## src/design/frms_pkg.sv

```systemverilog
`timescale 1ns / 1ps

package frms_pkg;

  // Field widths
  localparam int unsigned TS_W     = 32;
  localparam int unsigned RATE_W   = 18;
  localparam int unsigned COEFF_W  = 16;
  localparam int unsigned MODE_W   = 2;
  localparam int unsigned PERIOD_W = 6;
  localparam int unsigned CFG_AW   = 4;
  localparam int unsigned CFG_DW   = 32;

  // Rate format
  localparam logic [RATE_W-1:0]  RATE_MAX   = '1;
  localparam logic [9:0]         RATE_SCALE = 10'd1000;
  localparam logic [COEFF_W:0]   Q16_ONE    = 17'h10000;
  localparam logic [COEFF_W-1:0] Q16_HALF   = 16'h8000;

  // Item operations
  localparam logic OP_FRAME = 1'b0;
  localparam logic OP_CLEAR = 1'b1;

  // Smoothing modes
  localparam logic [MODE_W-1:0] MODE_NONE    = 2'd0;
  localparam logic [MODE_W-1:0] MODE_LOWPASS = 2'd1;
  localparam logic [MODE_W-1:0] MODE_AVG     = 2'd2;

  // Register indexes (byte address bits 3:2)
  localparam logic [1:0] REG_MODE   = 2'd0;
  localparam logic [1:0] REG_COEFF  = 2'd1;
  localparam logic [1:0] REG_PERIOD = 2'd2;

  // Register reset values
  localparam logic [COEFF_W-1:0]  COEFF_RST  = 16'd52429;
  localparam logic [PERIOD_W-1:0] PERIOD_RST = 6'd8;

  typedef struct packed {
    logic            operation;
    logic [TS_W-1:0] timestamp_ms;
  } in_t;

  typedef struct packed {
    logic [RATE_W-1:0] fps_raw;
    logic [RATE_W-1:0] fps_smoothed;
    logic              rate_valid;
  } out_t;

endpackage

```

## src/design/frms_ram.sv

```systemverilog
`timescale 1ns / 1ps

module frms_ram #(
  parameter int unsigned WIDTH = 18,
  parameter int unsigned DEPTH = 32
) (
  input  logic                                   clk,
  input  logic                                   wr_en,
  input  logic [((DEPTH > 1) ? $clog2(DEPTH) : 1)-1:0] wr_addr,
  input  logic [WIDTH-1:0]                       wr_data,
  input  logic                                   rd_en,
  input  logic [((DEPTH > 1) ? $clog2(DEPTH) : 1)-1:0] rd_addr,
  output logic [WIDTH-1:0]                       rd_data
);

  logic [WIDTH-1:0] mem_r [DEPTH];

  // Write port, registered read port
  always_ff @(posedge clk) begin
    if (wr_en) begin
      mem_r[wr_addr] <= wr_data;
    end
    if (rd_en) begin
      rd_data <= mem_r[rd_addr];
    end
  end

endmodule

```

## src/design/frame_rate_meter_smoothed.sv

```systemverilog
`timescale 1ns / 1ps

// Channel  | Direction | Handshake          | Payload
// ---------+-----------+--------------------+--------------------------------------
// in_      | input     | in_valid/in_stall  | in_t: operation, timestamp_ms
// out_     | output    | out_valid/out_stall| out_t: fps_raw, fps_smoothed, rate_valid
// cfg_     | input     | APB, pready high   | smooth_mode, lowpass_coeff, avg_period
//
// A history-clear item or a frame without a usable time skips the divider entirely.
// A timed frame runs the serial divider with no smoothing, adds the low-pass multiply
// and sum steps once the filter is primed, and a second division of the window sum
// with the moving average; the serial divider yields one quotient bit per cycle.
// The window ring sits in a registered-read RAM; no clearing pass after reset.
// One item is in flight at a time; in_stall is high from acceptance until the result
// is placed in the output register, which a stalled earlier result can hold off.
module frame_rate_meter_smoothed #(
  parameter int unsigned MAX_PERIOD     = 32,
  parameter int unsigned RATE_FRAC_BITS = 8
) (
  input  logic                          clk,
  input  logic                          rst_n,
  input  logic                          in_valid,
  output logic                          in_stall,
  input  frms_pkg::in_t                 in_data,
  output logic                          out_valid,
  input  logic                          out_stall,
  output frms_pkg::out_t                out_data,
  input  logic                          cfg_psel,
  input  logic                          cfg_penable,
  input  logic                          cfg_pwrite,
  input  logic [frms_pkg::CFG_AW-1:0]   cfg_paddr,
  input  logic [frms_pkg::CFG_DW-1:0]   cfg_pwdata,
  output logic [frms_pkg::CFG_DW-1:0]   cfg_prdata,
  output logic                          cfg_pready
);

  import frms_pkg::*;

  localparam int unsigned FILL_W = $clog2(MAX_PERIOD + 1);
  localparam int unsigned PTR_W  = (MAX_PERIOD > 1) ? $clog2(MAX_PERIOD) : 1;
  localparam int unsigned SUM_W  = RATE_W + FILL_W;
  localparam int unsigned NUM_W  = 10 + RATE_FRAC_BITS;
  localparam int unsigned DIV_W  = ((NUM_W > 31) ? NUM_W : 31) + 1;
  localparam int unsigned CNT_W  = $clog2(DIV_W + 1);
  localparam int unsigned PW     = (FILL_W > PERIOD_W) ? FILL_W : PERIOD_W;
  localparam int unsigned ACC_W  = RATE_W + COEFF_W;
  localparam int unsigned PROD_W = RATE_W + COEFF_W + 1;

  typedef enum logic [3:0] {
    ST_IDLE,
    ST_RATE_LOAD,
    ST_DIV,
    ST_RATE_END,
    ST_LP_MUL0,
    ST_LP_MUL1,
    ST_LP_SUM,
    ST_LP_END,
    ST_AVG_READ,
    ST_AVG_UPD,
    ST_AVG_LOAD,
    ST_AVG_END,
    ST_DONE
  } state_t;

  // Configuration registers
  logic [MODE_W-1:0]   mode_r;
  logic [COEFF_W-1:0]  coeff_r;
  logic [PERIOD_W-1:0] period_r;
  logic                cfg_wr;
  logic                cfg_hit;

  // Sequencer state and history
  state_t              state_r, state_nxt;
  logic [TS_W-1:0]     last_time_r, last_time_nxt;
  logic [TS_W-1:0]     delta_r, delta_nxt;
  logic [RATE_W-1:0]   fv_r, fv_nxt;
  logic                primed_r, primed_nxt;
  logic [FILL_W-1:0]   fill_r, fill_nxt;
  logic [PTR_W-1:0]    ptr_r, ptr_nxt;
  logic [SUM_W-1:0]    sum_r, sum_nxt;
  out_t                res_r, res_nxt;
  logic [ACC_W-1:0]    prod_r, prod_nxt;
  logic [ACC_W-1:0]    acc_r, acc_nxt;
  logic [DIV_W-1:0]    quo_r, quo_nxt;
  logic [TS_W-1:0]     rem_r, rem_nxt;
  logic [TS_W-1:0]     dvs_r, dvs_nxt;
  logic [CNT_W-1:0]    cnt_r, cnt_nxt;
  logic                avg_div_r, avg_div_nxt;
  logic                out_valid_r, out_valid_nxt;
  out_t                out_data_r, out_data_nxt;

  // Datapath helpers
  logic                in_accept;
  logic                rate_ok;
  logic [TS_W:0]       div_trial;
  logic                div_ge;
  logic [TS_W-1:0]     div_rem;
  logic [RATE_W-1:0]   raw_sat;
  logic [RATE_W-1:0]   mul_a;
  logic [COEFF_W:0]    mul_b;
  logic [PROD_W-1:0]   mul_p;
  logic [PW-1:0]       period_ext;
  logic [FILL_W-1:0]   p_eff;
  logic                win_full;
  logic [FILL_W:0]     old_wide;
  logic [PTR_W-1:0]    old_idx;
  logic [PTR_W-1:0]    ptr_inc;
  logic [RATE_W-1:0]   ram_rd_data;
  logic [RATE_W-1:0]   old_rate;
  logic                ram_rd_en;
  logic                ram_wr_en;

  // Register port
  assign cfg_pready = 1'b1;
  assign cfg_wr     = cfg_psel && cfg_penable && cfg_pwrite;
  assign cfg_hit    = cfg_wr && (cfg_paddr[3:2] == REG_MODE || cfg_paddr[3:2] == REG_COEFF ||
                                 cfg_paddr[3:2] == REG_PERIOD);

  always_ff @(posedge clk) begin
    if (!rst_n) begin
      mode_r   <= MODE_NONE;
      coeff_r  <= COEFF_RST;
      period_r <= PERIOD_RST;
    end else if (cfg_wr) begin
      unique case (cfg_paddr[3:2])
        REG_MODE:   mode_r   <= cfg_pwdata[MODE_W-1:0];
        REG_COEFF:  coeff_r  <= cfg_pwdata[COEFF_W-1:0];
        REG_PERIOD: period_r <= cfg_pwdata[PERIOD_W-1:0];
        default: ;
      endcase
    end
  end

  always_comb begin
    unique case (cfg_paddr[3:2])
      REG_MODE:   cfg_prdata = CFG_DW'(mode_r);
      REG_COEFF:  cfg_prdata = CFG_DW'(coeff_r);
      REG_PERIOD: cfg_prdata = CFG_DW'(period_r);
      default:    cfg_prdata = '0;
    endcase
  end

  // Handshake
  assign in_stall  = (state_r != ST_IDLE);
  assign in_accept = in_valid && !in_stall;
  assign out_valid = out_valid_r;
  assign out_data  = out_data_r;

  assign rate_ok = (last_time_r != '0) && (last_time_r < in_data.timestamp_ms);

  // Restoring divider step: one quotient bit per cycle
  assign div_trial = {rem_r, quo_r[DIV_W-1]};
  assign div_ge    = (div_trial >= {1'b0, dvs_r});
  assign div_rem   = div_ge ? TS_W'(div_trial - {1'b0, dvs_r}) : div_trial[TS_W-1:0];
  assign raw_sat   = (quo_r > DIV_W'(RATE_MAX)) ? RATE_MAX : quo_r[RATE_W-1:0];

  // Shared multiplier for the low-pass filter
  assign mul_a = (state_r == ST_LP_MUL0) ? fv_r : res_r.fps_raw;
  assign mul_b = (state_r == ST_LP_MUL0) ? {1'b0, coeff_r} : (Q16_ONE - {1'b0, coeff_r});
  assign mul_p = PROD_W'(mul_a) * PROD_W'(mul_b);

  // Window length, clamped to 1..MAX_PERIOD
  assign period_ext = PW'(period_r);
  always_comb begin
    if (period_r == '0) begin
      p_eff = FILL_W'(1);
    end else if (period_ext > PW'(MAX_PERIOD)) begin
      p_eff = FILL_W'(MAX_PERIOD);
    end else begin
      p_eff = FILL_W'(period_ext);
    end
  end

  // Ring addressing: oldest entry sits fill places behind the write pointer
  assign win_full = (fill_r == p_eff);
  assign old_wide = ((FILL_W + 1)'(ptr_r) >= (FILL_W + 1)'(fill_r)) ?
                    (FILL_W + 1)'(ptr_r) - (FILL_W + 1)'(fill_r) :
                    (FILL_W + 1)'(ptr_r) + (FILL_W + 1)'(MAX_PERIOD) - (FILL_W + 1)'(fill_r);
  assign old_idx  = old_wide[PTR_W-1:0];
  assign ptr_inc  = (ptr_r == PTR_W'(MAX_PERIOD - 1)) ? '0 : ptr_r + 1'b1;

  assign ram_rd_en = (state_r == ST_AVG_READ) && win_full;
  assign ram_wr_en = (state_r == ST_AVG_UPD);
  assign old_rate  = win_full ? ram_rd_data : '0;

  frms_ram #(
    .WIDTH (RATE_W),
    .DEPTH (MAX_PERIOD)
  ) u_window (
    .clk     (clk),
    .wr_en   (ram_wr_en),
    .wr_addr (ptr_r),
    .wr_data (res_r.fps_raw),
    .rd_en   (ram_rd_en),
    .rd_addr (old_idx),
    .rd_data (ram_rd_data)
  );

  // Sequencer next state
  always_comb begin
    state_nxt     = state_r;
    last_time_nxt = last_time_r;
    delta_nxt     = delta_r;
    fv_nxt        = fv_r;
    primed_nxt    = primed_r;
    fill_nxt      = fill_r;
    ptr_nxt       = ptr_r;
    sum_nxt       = sum_r;
    res_nxt       = res_r;
    prod_nxt      = prod_r;
    acc_nxt       = acc_r;
    quo_nxt       = quo_r;
    rem_nxt       = rem_r;
    dvs_nxt       = dvs_r;
    cnt_nxt       = cnt_r;
    avg_div_nxt   = avg_div_r;
    out_valid_nxt = out_valid_r;
    out_data_nxt  = out_data_r;

    // Drop a result once taken
    if (out_valid_r && !out_stall) begin
      out_valid_nxt = 1'b0;
    end

    unique case (state_r)
      ST_IDLE: begin
        if (in_accept) begin
          if (in_data.operation == OP_CLEAR) begin
            last_time_nxt = '0;
            fv_nxt        = '0;
            primed_nxt    = 1'b0;
            fill_nxt      = '0;
            ptr_nxt       = '0;
            sum_nxt       = '0;
            res_nxt       = '0;
            state_nxt     = ST_DONE;
          end else begin
            last_time_nxt = in_data.timestamp_ms;
            delta_nxt     = in_data.timestamp_ms - last_time_r;
            res_nxt       = '0;
            state_nxt     = rate_ok ? ST_RATE_LOAD : ST_DONE;
          end
        end
      end

      // Rounded quotient: (scale + delta/2) / delta
      ST_RATE_LOAD: begin
        quo_nxt     = (DIV_W'(RATE_SCALE) << RATE_FRAC_BITS) + DIV_W'(delta_r >> 1);
        rem_nxt     = '0;
        dvs_nxt     = delta_r;
        cnt_nxt     = CNT_W'(DIV_W);
        avg_div_nxt = 1'b0;
        state_nxt   = ST_DIV;
      end

      ST_DIV: begin
        rem_nxt = div_rem;
        quo_nxt = {quo_r[DIV_W-2:0], div_ge};
        cnt_nxt = cnt_r - 1'b1;
        if (cnt_r == CNT_W'(1)) begin
          state_nxt = avg_div_r ? ST_AVG_END : ST_RATE_END;
        end
      end

      ST_RATE_END: begin
        res_nxt.fps_raw    = raw_sat;
        res_nxt.rate_valid = 1'b1;
        case (mode_r)
          MODE_LOWPASS: begin
            if (primed_r) begin
              state_nxt = ST_LP_MUL0;
            end else begin
              fv_nxt               = raw_sat;
              primed_nxt           = 1'b1;
              res_nxt.fps_smoothed = raw_sat;
              state_nxt            = ST_DONE;
            end
          end
          MODE_AVG: begin
            state_nxt = ST_AVG_READ;
          end
          default: begin
            res_nxt.fps_smoothed = raw_sat;
            state_nxt            = ST_DONE;
          end
        endcase
      end

      // Low-pass: (fv*c + x*(1-c) + half) >> 16
      ST_LP_MUL0: begin
        prod_nxt  = mul_p[ACC_W-1:0];
        state_nxt = ST_LP_MUL1;
      end

      ST_LP_MUL1: begin
        acc_nxt   = prod_r + ACC_W'(Q16_HALF);
        prod_nxt  = mul_p[ACC_W-1:0];
        state_nxt = ST_LP_SUM;
      end

      ST_LP_SUM: begin
        acc_nxt   = acc_r + prod_r;
        state_nxt = ST_LP_END;
      end

      ST_LP_END: begin
        fv_nxt               = acc_r[ACC_W-1 -: RATE_W];
        res_nxt.fps_smoothed = acc_r[ACC_W-1 -: RATE_W];
        state_nxt            = ST_DONE;
      end

      // Moving average: fetch the leaving entry, then update ring and sum
      ST_AVG_READ: begin
        state_nxt = ST_AVG_UPD;
      end

      ST_AVG_UPD: begin
        sum_nxt   = sum_r - SUM_W'(old_rate) + SUM_W'(res_r.fps_raw);
        fill_nxt  = win_full ? fill_r : fill_r + 1'b1;
        ptr_nxt   = ptr_inc;
        state_nxt = ST_AVG_LOAD;
      end

      ST_AVG_LOAD: begin
        quo_nxt     = {SUM_W'(sum_r + SUM_W'(fill_r >> 1)), {(DIV_W - SUM_W){1'b0}}};
        rem_nxt     = '0;
        dvs_nxt     = TS_W'(fill_r);
        cnt_nxt     = CNT_W'(SUM_W);
        avg_div_nxt = 1'b1;
        state_nxt   = ST_DIV;
      end

      ST_AVG_END: begin
        res_nxt.fps_smoothed = quo_r[RATE_W-1:0];
        state_nxt            = ST_DONE;
      end

      // Hold the result until the output register is free
      ST_DONE: begin
        if (!out_valid_r || !out_stall) begin
          out_valid_nxt = 1'b1;
          out_data_nxt  = res_r;
          state_nxt     = ST_IDLE;
        end
      end

      default: begin
        state_nxt = ST_IDLE;
      end
    endcase

    // A register write clears smoothing history, not the last time
    if (cfg_hit) begin
      fv_nxt     = '0;
      primed_nxt = 1'b0;
      fill_nxt   = '0;
      ptr_nxt    = '0;
      sum_nxt    = '0;
    end
  end

  always_ff @(posedge clk) begin
    if (!rst_n) begin
      state_r     <= ST_IDLE;
      last_time_r <= '0;
      fv_r        <= '0;
      primed_r    <= 1'b0;
      fill_r      <= '0;
      ptr_r       <= '0;
      sum_r       <= '0;
      avg_div_r   <= 1'b0;
      out_valid_r <= 1'b0;
    end else begin
      state_r     <= state_nxt;
      last_time_r <= last_time_nxt;
      fv_r        <= fv_nxt;
      primed_r    <= primed_nxt;
      fill_r      <= fill_nxt;
      ptr_r       <= ptr_nxt;
      sum_r       <= sum_nxt;
      avg_div_r   <= avg_div_nxt;
      out_valid_r <= out_valid_nxt;
    end
    delta_r    <= delta_nxt;
    res_r      <= res_nxt;
    prod_r     <= prod_nxt;
    acc_r      <= acc_nxt;
    quo_r      <= quo_nxt;
    rem_r      <= rem_nxt;
    dvs_r      <= dvs_nxt;
    cnt_r      <= cnt_nxt;
    out_data_r <= out_data_nxt;
  end

`ifndef SYNTHESIS
  a_fill_in_window: assert property (@(posedge clk) disable iff (!rst_n)
    fill_r <= p_eff)
    else $error("window fill exceeds window length");

  a_ptr_in_ring: assert property (@(posedge clk) disable iff (!rst_n)
    ptr_r <= PTR_W'(MAX_PERIOD - 1))
    else $error("write pointer beyond ring");

  a_div_rem_bound: assert property (@(posedge clk) disable iff (!rst_n)
    (state_r == ST_DIV) |-> (rem_r < dvs_r))
    else $error("divider remainder not below divisor");

  a_clear_history: assert property (@(posedge clk) disable iff (!rst_n)
    (in_accept && in_data.operation == OP_CLEAR) |=>
      (last_time_r == '0 && fill_r == '0 && !primed_r && sum_r == '0))
    else $error("history not cleared by clear item");

  a_invalid_zero: assert property (@(posedge clk) disable iff (!rst_n)
    (out_valid && !out_data.rate_valid) |->
      (out_data.fps_raw == '0 && out_data.fps_smoothed == '0))
    else $error("rates nonzero without a valid rate");
`endif

endmodule
```

## config.mk

```make
export PLATFORM = sky130hd
export DESIGN_NAME = frame_rate_meter_smoothed
export DESIGN_NICKNAME = d
export VERILOG_FILES = /design/src/design/frms_pkg.sv /design/src/design/frms_ram.sv /design/src/design/frame_rate_meter_smoothed.sv
export SDC_FILE = /design/constraint.sdc
export NUM_CORES = 2
export LEC_CHECK = 0
export BUFFER_PORTS_ARGS = -buffer_cell sky130_fd_sc_hd__buf_2
export CAP_MARGIN = 40
export CORE_MARGIN = 5
export CORE_UTILIZATION = 62
export DETAILED_ROUTE_END_ITERATION = 10
export PLACE_DENSITY = 0.79
export SLEW_MARGIN = 20
export SYNTH_ARGS = -nofsm -noshare
export SYNTH_HDL_FRONTEND = slang
export SYNTH_SLANG_ARGS = --single-unit
```

## constraint.sdc

```tcl
create_clock -name clk -period 9.5 [get_ports clk]
set_clock_uncertainty 0.15 [all_clocks]
set_input_delay 1.9 -clock clk [delete_from_list [all_inputs] [get_ports clk]]
set_output_delay 1.9 -clock clk [all_outputs]
set_load 0.02 [all_outputs]
```

==> results.tsv <==
metric	value	unit
RSZ-0062 raised after global routing	false	
count of different cell masters after synthesis	88	
filler cell count in the final layout	5942	
layout cell share with drive strength beyond 1	14.0	%
first-pass GRT wire length	232000	µm
Final ANT Viol Nets	0	
Setup CP Type	reg -> reg	
die outline height	312	µm
Synth area leaders	edfxtp_1 (46%), fa_1 (9.3%), mux4_2 (7.2%), ha_1 (5.6%), dfxtp_1 (4.1%)	
clock-pin slew on the worst setup and hold paths	60	ps
Avg Synthesized Cell Area	12.2	µm²
routability congestion estimate	0.959	
number of global-route vias before repair	38400	
Post-synth EDFFs	870	
Final Setup Violations	0	
top fanout value on the critical path	15	
via count	38400	
cell taking the most area after synthesis	edfxtp_1	
Die Area	97100	µm²
clk_lat worst skew	740	ps
hold_sp	res_r[6]	
Hold WC Path Type	reg -> reg	
port bufs	112	
CTS hold repair buffers	0	
Startpoint Class	register	
clock sink count	986	
Initial Util	62.6	%
R2R depth	24	
final non-filler cell total	6062	
core area	90100	µm²
Cells after Synth	4621	
placed insts	5867	
WP data required	9820	ps
chip width	312	µm
most common cell after layout, fill and taps aside	edfxtp_1	
fin nets	5388	
Yosys top cell area share	46.3	%
fmax	0.117	GHz
synthesis-to-layout area growth	10.9	%
total global-route track usage	31.3	%
root buf cell	clkbuf_16	
drt via density	6.33	
I/O pin count	148	
CP Launch Point	state_r[1]	
Hold Fails Final Rpt	0	
most frequent cells in the layout	edfxtp_1 (870), inv_1 (497), nand2_1 (428), nor2_1 (336), a21oi_1 (276)	
Initial DRT Pass Iterations	6	
total grt overflow	0	
row cnt	110	
CP Capture Type	register	
Final Slew Violations	0	
Post-Route Setup TNS	0	ps
post-DR wirelength/cell	25.2	µm
1st-iter DRT viols	4906	
RR Startpoint	state_r[1]	
relative slew slack	37.1	%
max cap viols	0	
FFs w/ async S/R, synth	0	%
Seq cells post-synth	986	
Min Hold Slack	201	ps
Tcrit/Tclk final	90.1	%
Routed WL	153000	µm
Synth Cell Area	56400	µm²
Ys Warns	0	
DP HPWL	99700	µm
end of the critical path	prod_r[33]	
post-route minimum period	8550	ps
CTS tree	built	
initial antenna violation count	3	
status	complete, no violations	
# DRC	0	
CTS buffer count	99	
dominant synthesized flop cell	edfxtp_1	
clk buf depth	3	
Post-CTS Setup Bufs	0	
reg2reg end	prod_r[33]	
H-Tree Level Count	3	
Worst-Margin Slew	935	ps
largest net degree at the start of global routing	67	
part of the Yosys area used for sequential elements	50.4	%
R2R setup slack	950	ps
crit path DAT	8880	ps
post-cts resize count	0	
area by class of cell:
class,count,area (µm²),area share [%]
antenna,1,2.50,0.00400
clock buffer,142,2820,4.50
clock inverter,45,567,0.905
inverter,501,1880,3.00
multi-input combinational,2960,25600,40.8
sequential,986,28400,45.4
tap,1176,1470,2.35
timing repair buffer,251,1860,2.96
cell families after synthesis:
kind of cell / share of synthesized area, %
AND/OR/NAND/NOR: 9.81
flip-flops: 50.4
AO/OA/AOI/OAI: 8.47
buffers and inverters: 4.79
adder cells (fa/ha/maj): 14.8
multiplexers: 8.18
XOR/XNOR: 3.48
other: 0.0133
stage by stage:
step	cell area (µm²)	setup slack [ps]	utilization, %
2_1_floorplan	56500	1730	-
5_1_grt	62600	531	69.4
3_3_place_gp	58800	999	65.2
4_1_cts	62500	941	69.3
6_report	62600	945	69.4
3_5_place_dp	59100	963	65.6
worst min path at each step:
stage	to	slack, ps	cells past startpoint
6_report	out_data[6]	200	0
5_1_grt	out_data[17]	220	0
4_1_cts	out_data[6]	210	0
3_5_place_dp	out_data[14]	250	0
3_3_place_gp	out_data[4]	250	0
2_1_floorplan	out_data[0]	250	0
per-layer routing:
layer | wire length, µm | GRT usage, % | vias up
li1 | - | - | 16700
met3 | 16900 | 7.74 | 512
met5 | 19 | 0 | -
met1 | 56000 | 40.9 | 18800
met2 | 71600 | 50.8 | 2372
met4 | 8110 | 12.9 | 2
state kept, by name (all words and copies together), names as in the netlist, 16 cells and up:
| signal | cells |
|---|---|
| acc_r | 34 |
| coeff_r | 16 |
| prod_r | 34 |
| u_window.rd_data | 18 |
| fv_r | 18 |
| last_time_r | 32 |
| quo_r | 32 |
| rem_r | 32 |
| out_data | 37 |
| dvs_r | 32 |
| res_r | 37 |
| sum_r | 24 |
| u_window.mem_r | 576 |
| delta_r | 32 |
worst max-delay path, cell delays in order (launching register included):
cell and delay, ps:
dfxtp_1 690, nor2_1 170, nand2_1 410, o41ai_2 200, xnor2_1 760, nand2_1 170, fa_1 530, fa_1 580
inv_1 70, fa_1 540, fa_1 520, fa_1 540, inv_1 50, fa_1 520, inv_1 40, ha_1 370
a21oi_1 160, o21ai_0 140, a21o_1 200, a21oi_1 290, o21ai_1 240, a31oi_1 320, a21oi_1 180, o41ai_2 330
xnor2_1 120
Yosys cell counts, types with 18 or more instances:
| library cell | count |
|---|---|
| edfxtp_1 | 870 |
| inv_1 | 498 |
| nand2_1 | 428 |
| nor2_1 | 365 |
| a21oi_1 | 279 |
| fa_1 | 261 |
| ha_1 | 252 |
| mux4_2 | 180 |
| o21ai_0 | 163 |
| xnor2_1 | 140 |
| clkbuf_1 | 136 |
| dfxtp_1 | 116 |
| and2_1 | 86 |
| xor2_1 | 84 |
| a21o_1 | 80 |
| nand3_1 | 60 |
| nor3_1 | 48 |
| o21a_1 | 41 |
| mux2i_1 | 36 |
| nor3b_1 | 35 |
| a22oi_1 | 31 |
| nand2b_1 | 30 |
| nand4_1 | 30 |
| nor2b_1 | 30 |
| nor4_1 | 26 |
| and3_1 | 20 |
| buf_1 | 19 |
| buf_4 | 18 |
| mux2_2 | 18 |
Power is left out: the tool's default activity adds up to more than one toggle a clock period on the data nets, which glitch-free logic cannot reach.
